### config.mk
export PLATFORM = sky130hd
export DESIGN_NAME = fall_alarm_controller
export DESIGN_NICKNAME = d
export VERILOG_FILES = /design/src/sv/fac_pkg.sv /design/src/sv/fac_front.sv /design/src/sv/fac_queue.sv /design/src/sv/fac_back.sv /design/src/sv/fall_alarm_controller.sv
export SDC_FILE = /design/constraint.sdc
export NUM_CORES = 2
export LEC_CHECK = 0
export BUFFER_PORTS_ARGS = -buffer_cell sky130_fd_sc_hd__buf_2
export CORE_MARGIN = 10
export CORE_UTILIZATION = 55
export DETAILED_ROUTE_END_ITERATION = 12
export PLACE_DENSITY = 0.76
export REMOVE_ABC_BUFFERS = 1
export SYNTH_ARGS = -nofsm -noshare
export SYNTH_HDL_FRONTEND = slang
export SYNTH_SLANG_ARGS = --single-unit
### constraint.sdc
create_clock -name clk_i -period 8.6 [get_ports clk_i]
set_input_delay 0.86 -clock clk_i [delete_from_list [all_inputs] [get_ports clk_i]]
set_output_delay 0.86 -clock clk_i [all_outputs]
set_load 0.01 [all_outputs]
### src/sv/fac_pkg.sv
// ----------------------------------------------------------------------------
// fac_pkg: shared types and constants of the fall alarm controller
// Payload structs, configuration register map and reset values, and the
// fall reason codes used between the classifier and the alarm engine.
// ----------------------------------------------------------------------------
package fac_pkg;

  // Queue between classifier and alarm engine
  localparam int unsigned FAC_QUEUE_DEPTH = 2;

  // Configuration port
  localparam int unsigned FAC_CFG_IDX_W  = 4;
  localparam int unsigned FAC_CFG_DATA_W = 34;

  localparam logic [FAC_CFG_IDX_W-1:0] CFG_IMPACT_MAG_SQ   = 4'd0;
  localparam logic [FAC_CFG_IDX_W-1:0] CFG_FREEFALL_MAG_SQ = 4'd1;
  localparam logic [FAC_CFG_IDX_W-1:0] CFG_FLIP_LEVEL      = 4'd2;
  localparam logic [FAC_CFG_IDX_W-1:0] CFG_TILT_LEVEL      = 4'd3;
  localparam logic [FAC_CFG_IDX_W-1:0] CFG_ROLL_RATE_LEVEL = 4'd4;
  localparam logic [FAC_CFG_IDX_W-1:0] CFG_CONFIRM_COUNT   = 4'd5;
  localparam logic [FAC_CFG_IDX_W-1:0] CFG_STABLE_MS       = 4'd6;
  localparam logic [FAC_CFG_IDX_W-1:0] CFG_COUNTDOWN_MS    = 4'd7;

  // Register reset values
  localparam logic [33:0]        RST_IMPACT_MAG_SQ   = 34'd9663676416;
  localparam logic [33:0]        RST_FREEFALL_MAG_SQ = 34'd671089;
  localparam logic signed [15:0] RST_FLIP_LEVEL      = -16'sd11468;
  localparam logic [15:0]        RST_TILT_LEVEL      = 16'd13107;
  localparam logic [15:0]        RST_ROLL_RATE_LEVEL = 16'd52400;
  localparam logic [7:0]         RST_CONFIRM_COUNT   = 8'd4;
  localparam logic [15:0]        RST_STABLE_MS       = 16'd50;
  localparam logic [31:0]        RST_COUNTDOWN_MS    = 32'd10000;

  // Indicator toggles once more than this has passed since the last toggle
  localparam logic [31:0] BLINK_INTERVAL_MS = 32'd500;

  // First test that hit on a sample
  typedef enum logic [2:0] {
    REASON_NONE     = 3'd0,
    REASON_IMPACT   = 3'd1,
    REASON_FREEFALL = 3'd2,
    REASON_FLIP     = 3'd3,
    REASON_TILTX    = 3'd4,
    REASON_TILTY    = 3'd5,
    REASON_ROLLX    = 3'd6,
    REASON_ROLLY    = 3'd7
  } fac_reason_e;

  typedef struct packed {
    logic [33:0]        impact_mag_sq;
    logic [33:0]        freefall_mag_sq;
    logic signed [15:0] flip_level;
    logic [15:0]        tilt_level;
    logic [15:0]        roll_rate_level;
    logic [7:0]         confirm_count;
    logic [15:0]        stable_ms;
    logic [31:0]        countdown_ms;
  } fac_cfg_t;

  // Input beat
  typedef struct packed {
    logic [31:0]        time_ms;
    logic signed [15:0] accel_x;
    logic signed [15:0] accel_y;
    logic signed [15:0] accel_z;
    logic signed [15:0] gyro_x;
    logic signed [15:0] gyro_y;
    logic               imu_valid;
    logic               panic_raw;
    logic               cancel_raw;
  } fac_in_t;

  // Result beat
  typedef struct packed {
    logic       alert_active;
    logic       lockdown;
    logic       indicator_on;
    logic       sos_fire;
    logic       notify_raise;
    logic       notify_cancel;
    logic       fall_confirmed;
    logic [2:0] fall_reason;
    logic [7:0] fall_count;
  } fac_out_t;

  // Classified sample handed from classifier to alarm engine
  typedef struct packed {
    logic [31:0] time_ms;
    logic        imu_valid;
    logic        panic_raw;
    logic        cancel_raw;
    fac_reason_e fall_reason;
  } fac_item_t;

  // Absolute value of a 16-bit signed sample, wide enough for -32768
  function automatic logic [16:0] fac_abs16(logic signed [15:0] v);
    logic [16:0] ext;
    ext = {v[15], v};
    return v[15] ? 17'(-ext) : ext;
  endfunction

endpackage

### src/sv/fac_front.sv
// ----------------------------------------------------------------------------
// fac_front: sample classifier
// Squares and abs values in a first stage; magnitude sum, threshold tests and
// priority pick of the reason in a second; classified samples go to the queue.
// ----------------------------------------------------------------------------
module fac_front (
  input  logic              clk_i,
  input  logic              rst_ni,
  input  logic              push_i,
  output logic              full_o,
  input  fac_pkg::fac_in_t  in_data_i,
  input  fac_pkg::fac_cfg_t cfg_i,
  input  logic              q_full_i,
  output logic              q_push_o,
  output fac_pkg::fac_item_t q_item_o
);
  import fac_pkg::*;

  // stage 1 registers
  logic               s1_valid_q, s1_valid_d;
  logic [30:0]        sq_x_q, sq_y_q, sq_z_q;
  logic [16:0]        abs_ax_q, abs_ay_q, abs_gx_q, abs_gy_q;
  logic signed [15:0] az_q;
  logic [31:0]        time_q;
  logic               imu_valid_q, panic_q, cancel_q;

  logic               accept;
  logic signed [31:0] prod_x, prod_y, prod_z;
  logic [33:0]        mag_sq;
  fac_reason_e        reason;

  assign accept = push_i && !full_o;
  assign full_o = s1_valid_q && q_full_i;

  // squares of the three acceleration axes
  assign prod_x = 32'(in_data_i.accel_x) * 32'(in_data_i.accel_x);
  assign prod_y = 32'(in_data_i.accel_y) * 32'(in_data_i.accel_y);
  assign prod_z = 32'(in_data_i.accel_z) * 32'(in_data_i.accel_z);

  assign s1_valid_d = accept || (s1_valid_q && q_full_i);

  always_ff @(posedge clk_i or negedge rst_ni) begin
    if (!rst_ni) begin
      s1_valid_q <= 1'b0;
    end else begin
      s1_valid_q <= s1_valid_d;
    end
  end

  // stage 1 payload, loaded on each accepted beat
  always_ff @(posedge clk_i) begin
    if (accept) begin
      sq_x_q      <= prod_x[30:0];
      sq_y_q      <= prod_y[30:0];
      sq_z_q      <= prod_z[30:0];
      abs_ax_q    <= fac_abs16(in_data_i.accel_x);
      abs_ay_q    <= fac_abs16(in_data_i.accel_y);
      abs_gx_q    <= fac_abs16(in_data_i.gyro_x);
      abs_gy_q    <= fac_abs16(in_data_i.gyro_y);
      az_q        <= in_data_i.accel_z;
      time_q      <= in_data_i.time_ms;
      imu_valid_q <= in_data_i.imu_valid;
      panic_q     <= in_data_i.panic_raw;
      cancel_q    <= in_data_i.cancel_raw;
    end
  end

  // stage 2: threshold tests, first hit wins
  assign mag_sq = 34'(sq_x_q) + 34'(sq_y_q) + 34'(sq_z_q);

  always_comb begin
    if (mag_sq > cfg_i.impact_mag_sq) begin
      reason = REASON_IMPACT;
    end else if (mag_sq < cfg_i.freefall_mag_sq) begin
      reason = REASON_FREEFALL;
    end else if (az_q < cfg_i.flip_level) begin
      reason = REASON_FLIP;
    end else if (abs_ax_q > 17'(cfg_i.tilt_level)) begin
      reason = REASON_TILTX;
    end else if (abs_ay_q > 17'(cfg_i.tilt_level)) begin
      reason = REASON_TILTY;
    end else if (abs_gx_q > 17'(cfg_i.roll_rate_level)) begin
      reason = REASON_ROLLX;
    end else if (abs_gy_q > 17'(cfg_i.roll_rate_level)) begin
      reason = REASON_ROLLY;
    end else begin
      reason = REASON_NONE;
    end
  end

  assign q_push_o             = s1_valid_q && !q_full_i;
  assign q_item_o.time_ms     = time_q;
  assign q_item_o.imu_valid   = imu_valid_q;
  assign q_item_o.panic_raw   = panic_q;
  assign q_item_o.cancel_raw  = cancel_q;
  assign q_item_o.fall_reason = imu_valid_q ? reason : REASON_NONE;

endmodule

### src/sv/fac_queue.sv
// ----------------------------------------------------------------------------
// fac_queue: classified sample queue
// Small circular buffer that decouples the classifier from the alarm engine.
// ----------------------------------------------------------------------------
module fac_queue #(
  parameter int unsigned Depth = fac_pkg::FAC_QUEUE_DEPTH
) (
  input  logic               clk_i,
  input  logic               rst_ni,
  input  logic               push_i,
  input  fac_pkg::fac_item_t item_i,
  output logic               full_o,
  input  logic               pop_i,
  output logic               valid_o,
  output fac_pkg::fac_item_t item_o
);
  import fac_pkg::*;

  localparam int unsigned AddrW = (Depth > 1) ? $clog2(Depth) : 1;
  localparam int unsigned CntW  = $clog2(Depth + 1);
  localparam logic [AddrW-1:0] LastAddr = AddrW'(Depth - 1);
  localparam logic [CntW-1:0]  DepthCnt = CntW'(Depth);

  fac_item_t        mem_q [Depth];
  logic [AddrW-1:0] wr_ptr_q, wr_ptr_d, rd_ptr_q, rd_ptr_d;
  logic [CntW-1:0]  cnt_q, cnt_d;
  logic             do_push, do_pop;

  assign full_o  = (cnt_q == DepthCnt);
  assign valid_o = (cnt_q != '0);
  assign item_o  = mem_q[rd_ptr_q];
  assign do_push = push_i && !full_o;
  assign do_pop  = pop_i && valid_o;

  // pointer and fill count update
  always_comb begin
    wr_ptr_d = wr_ptr_q;
    rd_ptr_d = rd_ptr_q;
    cnt_d    = cnt_q;
    if (do_push) begin
      wr_ptr_d = (wr_ptr_q == LastAddr) ? '0 : wr_ptr_q + 1'b1;
    end
    if (do_pop) begin
      rd_ptr_d = (rd_ptr_q == LastAddr) ? '0 : rd_ptr_q + 1'b1;
    end
    if (do_push && !do_pop) begin
      cnt_d = cnt_q + 1'b1;
    end else if (do_pop && !do_push) begin
      cnt_d = cnt_q - 1'b1;
    end
  end

  always_ff @(posedge clk_i or negedge rst_ni) begin
    if (!rst_ni) begin
      wr_ptr_q <= '0;
      rd_ptr_q <= '0;
      cnt_q    <= '0;
    end else begin
      wr_ptr_q <= wr_ptr_d;
      rd_ptr_q <= rd_ptr_d;
      cnt_q    <= cnt_d;
    end
  end

  // storage
  always_ff @(posedge clk_i) begin
    if (do_push) begin
      mem_q[wr_ptr_q] <= item_i;
    end
  end

endmodule

### src/sv/fac_back.sv
// ----------------------------------------------------------------------------
// fac_back: alarm engine
// Button debounce, consecutive flag counter, alert countdown, SOS lockdown and
// indicator blink; one classified sample per cycle while results are popped.
// ----------------------------------------------------------------------------
module fac_back (
  input  logic               clk_i,
  input  logic               rst_ni,
  input  fac_pkg::fac_cfg_t  cfg_i,
  input  logic               q_valid_i,
  input  fac_pkg::fac_item_t q_item_i,
  output logic               q_pop_o,
  output logic               empty_o,
  input  logic               pop_i,
  output fac_pkg::fac_out_t  out_data_o
);
  import fac_pkg::*;

  logic [7:0]  flag_run_q, flag_run_d;
  logic        panic_last_q, panic_last_d, cancel_last_q, cancel_last_d;
  logic [31:0] panic_since_q, panic_since_d, cancel_since_q, cancel_since_d;
  logic        alert_on_q, alert_on_d;
  logic [31:0] alert_start_q, alert_start_d, blink_q, blink_d;
  logic        ind_q, ind_d, locked_q, locked_d;
  logic        out_valid_q, out_valid_d;
  fac_out_t    out_q, res;

  logic        take, panic_chg, cancel_chg, panic, cancel, confirmed, raise;
  logic        alert_mid, ind_mid, expired;
  logic [31:0] now, panic_age, cancel_age, alert_age, blink_age;

  // a new sample is taken whenever the result register is free or draining
  assign take    = q_valid_i && (!out_valid_q || pop_i);
  assign q_pop_o = take;
  assign empty_o = !out_valid_q;

  assign now        = q_item_i.time_ms;
  assign panic_age  = now - panic_since_q;
  assign cancel_age = now - cancel_since_q;
  assign alert_age  = now - alert_start_q;
  assign blink_age  = now - blink_q;

  // debounce: a level change restarts the stable time at zero
  assign panic_chg  = q_item_i.panic_raw != panic_last_q;
  assign cancel_chg = q_item_i.cancel_raw != cancel_last_q;
  assign panic      = q_item_i.panic_raw && !panic_chg &&
                      (panic_age > 32'(cfg_i.stable_ms));
  assign cancel     = q_item_i.cancel_raw && !cancel_chg &&
                      (cancel_age > 32'(cfg_i.stable_ms));

  // next state and result for the sample at the queue head
  always_comb begin
    flag_run_d     = flag_run_q;
    panic_last_d   = panic_last_q;
    panic_since_d  = panic_since_q;
    cancel_last_d  = cancel_last_q;
    cancel_since_d = cancel_since_q;
    alert_on_d     = alert_on_q;
    alert_start_d  = alert_start_q;
    blink_d        = blink_q;
    ind_d          = ind_q;
    locked_d       = locked_q;
    confirmed      = 1'b0;
    raise          = 1'b0;
    alert_mid      = 1'b0;
    ind_mid        = 1'b0;
    expired        = 1'b0;
    res            = '0;

    if (locked_q) begin
      // lockdown: samples ignored, indicator held on
      ind_d              = 1'b1;
      res.lockdown       = 1'b1;
      res.indicator_on   = 1'b1;
      res.fall_count     = flag_run_q;
    end else begin
      if (panic_chg) begin
        panic_last_d  = q_item_i.panic_raw;
        panic_since_d = now;
      end
      if (cancel_chg) begin
        cancel_last_d  = q_item_i.cancel_raw;
        cancel_since_d = now;
      end

      // consecutive flag counter, saturating
      if (q_item_i.imu_valid) begin
        if (q_item_i.fall_reason != REASON_NONE) begin
          flag_run_d = (flag_run_q == 8'hFF) ? flag_run_q : flag_run_q + 8'd1;
        end else begin
          flag_run_d = '0;
        end
        confirmed = flag_run_d >= cfg_i.confirm_count;
      end

      // alert raise; countdown age is zero on the raising beat
      raise     = (panic || confirmed) && !alert_on_q;
      alert_mid = alert_on_q || raise;
      ind_mid   = raise ? 1'b1 : ind_q;
      expired   = raise ? (cfg_i.countdown_ms == '0)
                        : (alert_age >= cfg_i.countdown_ms);
      if (raise) begin
        alert_on_d    = 1'b1;
        alert_start_d = now;
        ind_d         = 1'b1;
      end

      if (alert_mid) begin
        if (cancel) begin
          alert_on_d        = 1'b0;
          ind_d             = 1'b0;
          res.notify_cancel = 1'b1;
        end else if (expired) begin
          alert_on_d   = 1'b0;
          ind_d        = 1'b0;
          locked_d     = 1'b1;
          res.sos_fire = 1'b1;
        end else if (blink_age > BLINK_INTERVAL_MS) begin
          blink_d = now;
          ind_d   = !ind_mid;
        end
      end

      res.alert_active   = alert_on_d;
      res.lockdown       = locked_d;
      res.indicator_on   = ind_d;
      res.notify_raise   = raise;
      res.fall_confirmed = confirmed;
      res.fall_reason    = q_item_i.fall_reason;
      res.fall_count     = flag_run_d;
    end
  end

  assign out_valid_d = take || (out_valid_q && !pop_i);

  always_ff @(posedge clk_i or negedge rst_ni) begin
    if (!rst_ni) begin
      flag_run_q     <= '0;
      panic_last_q   <= 1'b1;
      panic_since_q  <= '0;
      cancel_last_q  <= 1'b1;
      cancel_since_q <= '0;
      alert_on_q     <= 1'b0;
      alert_start_q  <= '0;
      blink_q        <= '0;
      ind_q          <= 1'b0;
      locked_q       <= 1'b0;
      out_valid_q    <= 1'b0;
    end else begin
      out_valid_q <= out_valid_d;
      if (take) begin
        flag_run_q     <= flag_run_d;
        panic_last_q   <= panic_last_d;
        panic_since_q  <= panic_since_d;
        cancel_last_q  <= cancel_last_d;
        cancel_since_q <= cancel_since_d;
        alert_on_q     <= alert_on_d;
        alert_start_q  <= alert_start_d;
        blink_q        <= blink_d;
        ind_q          <= ind_d;
        locked_q       <= locked_d;
      end
    end
  end

  // result register
  always_ff @(posedge clk_i) begin
    if (take) begin
      out_q <= res;
    end
  end

  assign out_data_o = out_q;

endmodule

### src/sv/fall_alarm_controller.sv
// ----------------------------------------------------------------------------
// fall_alarm_controller: IMU fall detector with panic/cancel alert countdown
// Path: each sample passes the classifier register, the queue and the result register.
// Throughput: one sample per cycle while results are popped and nothing stalls; set by the alarm engine step.
// Reset: configuration returns to default values, alert and lockdown clear.
// Classifier, queue and result register are emptied by reset.
// ----------------------------------------------------------------------------
module fall_alarm_controller #(
  parameter int unsigned QueueDepth = fac_pkg::FAC_QUEUE_DEPTH
) (
  input  logic                                clk_i,
  input  logic                                rst_ni,
  // sample input
  input  logic                                push,
  output logic                                full,
  input  fac_pkg::fac_in_t                    in_data_i,
  // result output
  output logic                                empty,
  input  logic                                pop,
  output fac_pkg::fac_out_t                   out_data_o,
  // configuration writes
  input  logic                                cfg_valid_i,
  output logic                                cfg_ready_o,
  input  logic [fac_pkg::FAC_CFG_IDX_W-1:0]  cfg_index_i,
  input  logic [fac_pkg::FAC_CFG_DATA_W-1:0] cfg_data_i
);
  import fac_pkg::*;

  fac_cfg_t  cfg_q;
  fac_item_t fq_item, bq_item;
  logic      fq_push, fq_full, bq_valid, bq_pop;
  logic      cfg_we;

  assign cfg_ready_o = 1'b1;
  assign cfg_we      = cfg_valid_i && cfg_ready_o;

  // configuration register file
  always_ff @(posedge clk_i or negedge rst_ni) begin
    if (!rst_ni) begin
      cfg_q.impact_mag_sq   <= RST_IMPACT_MAG_SQ;
      cfg_q.freefall_mag_sq <= RST_FREEFALL_MAG_SQ;
      cfg_q.flip_level      <= RST_FLIP_LEVEL;
      cfg_q.tilt_level      <= RST_TILT_LEVEL;
      cfg_q.roll_rate_level <= RST_ROLL_RATE_LEVEL;
      cfg_q.confirm_count   <= RST_CONFIRM_COUNT;
      cfg_q.stable_ms       <= RST_STABLE_MS;
      cfg_q.countdown_ms    <= RST_COUNTDOWN_MS;
    end else if (cfg_we) begin
      case (cfg_index_i)
        CFG_IMPACT_MAG_SQ:   cfg_q.impact_mag_sq   <= cfg_data_i[33:0];
        CFG_FREEFALL_MAG_SQ: cfg_q.freefall_mag_sq <= cfg_data_i[33:0];
        CFG_FLIP_LEVEL:      cfg_q.flip_level      <= $signed(cfg_data_i[15:0]);
        CFG_TILT_LEVEL:      cfg_q.tilt_level      <= cfg_data_i[15:0];
        CFG_ROLL_RATE_LEVEL: cfg_q.roll_rate_level <= cfg_data_i[15:0];
        CFG_CONFIRM_COUNT:   cfg_q.confirm_count   <= cfg_data_i[7:0];
        CFG_STABLE_MS:       cfg_q.stable_ms       <= cfg_data_i[15:0];
        CFG_COUNTDOWN_MS:    cfg_q.countdown_ms    <= cfg_data_i[31:0];
        default: begin
        end
      endcase
    end
  end

  // classifier
  fac_front u_front (
    .clk_i     (clk_i),
    .rst_ni    (rst_ni),
    .push_i    (push),
    .full_o    (full),
    .in_data_i (in_data_i),
    .cfg_i     (cfg_q),
    .q_full_i  (fq_full),
    .q_push_o  (fq_push),
    .q_item_o  (fq_item)
  );

  // decoupling queue
  fac_queue #(
    .Depth (QueueDepth)
  ) u_queue (
    .clk_i   (clk_i),
    .rst_ni  (rst_ni),
    .push_i  (fq_push),
    .item_i  (fq_item),
    .full_o  (fq_full),
    .pop_i   (bq_pop),
    .valid_o (bq_valid),
    .item_o  (bq_item)
  );

  // alarm engine
  fac_back u_back (
    .clk_i      (clk_i),
    .rst_ni     (rst_ni),
    .cfg_i      (cfg_q),
    .q_valid_i  (bq_valid),
    .q_item_i   (bq_item),
    .q_pop_o    (bq_pop),
    .empty_o    (empty),
    .pop_i      (pop),
    .out_data_o (out_data_o)
  );

endmodule
==> out/qor.yml <==
outcome: "complete, no violations"
rows: 124
ys_seq_area_share_pct: 26.8
detailed_router_s_first_iteration_violation_count: 3277
layout_worst_path_cycle_share_pct: 92.3
setup_viol_count_final: 0
grt_first_pass_wirelength_mm: 256
finalMaxSlewViolations: 0
core_area_um2: 115000
crit_path_start: "u_queue.rd_ptr_q"
worst-endpoint-required_ns: 9.12
cts_buffers: 69
drtPass1Iterations: 6
post-cts-setup-buffers: 0
worst_skew_pair.late_latency_ns: 0.65
fillCellCount: 9494
wl_mm: 159
holdBufCountCts: 0
worstSetupStartpointType: "flip-flop"
skew_ns: 0.0344
synth.top_cell.area_share_pct: 22.1
clock_sink_count: 619
timing.critical_path.arrival_ns: 8.46
route.detailed.wl_per_inst_um: 19.5
tritoncts_clock_tree: "yes"
drtAntennaViolNets: 0
overflow: 0
fmax_mhz: 126
post-synth-top-count-cell: "inv_1"
dieHeight_um: 360
max_transition_margin_pct: 17.7
grt_start_max_net_pins: 161
yosysWarnings: 0
layout.nets: 8094
critPathCaptureType: "flip-flop"
hold_path_class: "in -> async"
cts_resized: 0
final_util_pct: 59.7
criticalPathCategory: "reg -> reg"
i_o_buffers: 177
synthCells: 6465
clk_pin_slew_worst_paths_ns: 0.06
timing_hold_violations_final: 0
max_cap_violations: 0
vias_per_cell: 5.64
hpwl_reported_at_the_end_of_detailed_placement_mm: 126
antenna_found_initial: 19
timing.critical_path.slowest_stage_cell: "dfrtp_2"
initial_utilization_pct: 55.6
synth.cells.most_frequent: "inv_1 (1,250), fa_1 (703), ha_1 (658), nand2_1 (508), nor2_1 (324)"
cp_max_fo: 32
path_common_cell: "a21o_1"
syn-mean-instance-area_um2: 9.85
vias: 46000
netlist.top_cell.by_area: "fa_1"
ys_seq_elements: 619
die_width_um: 360
finalCriticalPeriod_ns: 7.94
first_global_vias: 48300
setup_repair_after_global_routing_missed_its_margin: "false"
clock-root-buffer: "clkbuf_16"
gp_routability_congestion: 0.937
layout-drive-gt1-share_pct: 9.10
critical_path.reg2reg.startpoint: "u_queue.rd_ptr_q"
drc: 0
max_slew.worst_pin.slew_ns: 1.23
die-area_um2: 130000
whs_ns: 0.270
synth.area.top_cells: "fa_1 (22%), edfxtp_1 (14%), ha_1 (13%)"
ios: 179
critical_path.max_stage_delay_ns: 0.63
grt_usage_pct: 24.5
mappedNetlistArea_um2: 63700
synth_edf_count: 300
yosysUniqueCellTypes: 98
layout-area-overhead-vs-synth_pct: 7.49
synthFlopType: "edfxtp_1"
htree_num_levels: 3
postSynth.asyncResetShare_pct: 51.5
clock_tree.buffer_depth: 3
[layout by cell type, fill, tap and decap left out, types with 72 or more instances in the layout]
cell type | Yosys | final
clkbuf_16 | 0 | 74
nand2_1 | 508 | 505
inv_1 | 1250 | 1250
ha_1 | 658 | 658
xnor2_1 | 228 | 228
dfrtp_1 | 272 | 271
buf_2 | 3 | 176
xor2_1 | 72 | 72
edfxtp_1 | 300 | 300
nor2_1 | 324 | 322
nand3_1 | 74 | 74
o21ai_0 | 260 | 260
nor3_1 | 89 | 89
a21oi_1 | 317 | 317
fa_1 | 703 | 703
and2_1 | 133 | 131
a21o_1 | 119 | 119
mux2_2 | 151 | 151
[state kept, by name, summed over array words and instances, names as in the netlist, 2 cells and up]
signal                 flops
u_queue.mem_q             76
u_front.sq_z_q            29
u_front.abs_gy_q          17
u_back.alert_start_q      32
u_front.sq_x_q            29
u_back.cancel_since_q     32
u_back.blink_q            32
u_back.out_data_o         18
u_back.panic_since_q      32
u_front.sq_y_q            29
u_front.az_q              16
u_front.abs_gx_q          17
u_back.flag_run_q          8
cfg_q                    172
u_front.abs_ay_q          17
u_front.time_q            32
u_front.abs_ax_q          17
u_queue.cnt_q              2
[layer usage]
metal | track usage [%] | vias up | share of wire [%]
met2 | 42.8 | 1292 | 50
met5 | 0 | - | 0.043
met1 | 31.0 | 22900 | 41
li1 | - | 21500 | -
met3 | 3.05 | 285 | 5.6
met4 | 9.12 | 10 | 3.6
[logic make-up (layout without fill, tap and decap cells)]
family | Yosys count | in the layout | synth area share (%)
adders and majority gates | 1361 | 1361 | 35.0
buffers and inverters | 1422 | 1585 | 8.43
AOI/OAI and AO/OA | 1060 | 1060 | 10.6
xor gates and xnor gates | 300 | 300 | 4.13
other | 2 | 14 | 0.0118
DFF | 619 | 619 | 26.8
and+or+nand+nor | 1497 | 1497 | 11.3
muxes | 204 | 204 | 3.72
[worst max-delay path, delay by kind of cell, from the launching register on]
kind / cells / cell delay, ns
adders and majority gates: 3 / 0.95
DFF: 1 / 0.63
AOI/OAI and AO/OA: 18 / 3.71
and+or+nand+nor: 4 / 1.10
buffers and inverters: 2 / 0.61
muxes: 2 / 0.79
[worst paths after layout]
path,end,slack (ns),depth (start not counted)
max,u_back.blink_q[3],0.66,29
min,cfg_q[49],0.27,1
max reg2reg,u_back.blink_q[3],0.66,29
min reg2reg,u_queue.mem_q[0][29],0.44,0
max in group asynchronous,u_back.alert_start_q[28],6.44,3
min in group clk_i,u_front.time_q[9],0.40,1
[layout make-up]
| cell class | instances | area (µm²) | area share, % |
|---|---|---|---|
| Sequential cell | 619 | 17100 | 24.9 |
| Multi-Input combinational cell | 4426 | 41300 | 60.4 |
| Timing Repair Buffer | 201 | 1090 | 1.59 |
| Inverter | 1258 | 4720 | 6.90 |
| Clock buffer | 89 | 1940 | 2.83 |
| Tap cell | 1512 | 1890 | 2.76 |
| Clock inverter | 37 | 425 | 0.621 |
| Antenna cell | 10 | 25.0 | 0.0366 |
[metrics by stage]
| step | worst slack, ns | setup TNS, ns | area (µm²) | std cells |
|---|---|---|---|---|
| after global placement | 0.768 | 0 | 66100 | 8016 |
| after CTS | 0.654 | 0 | 68400 | 8142 |
| after floorplan | -0.0453 | -0.0905 | 63100 | 6303 |
| after detailed placement | 0.676 | 0 | 66100 | 8016 |
| final | 0.661 | 0 | 68500 | 8152 |
| after global routing | 0.221 | 0 | 68400 | 8145 |
Power is not shown: default switching activity piles up to over one toggle a cycle in this logic, so the estimate is an artifact.
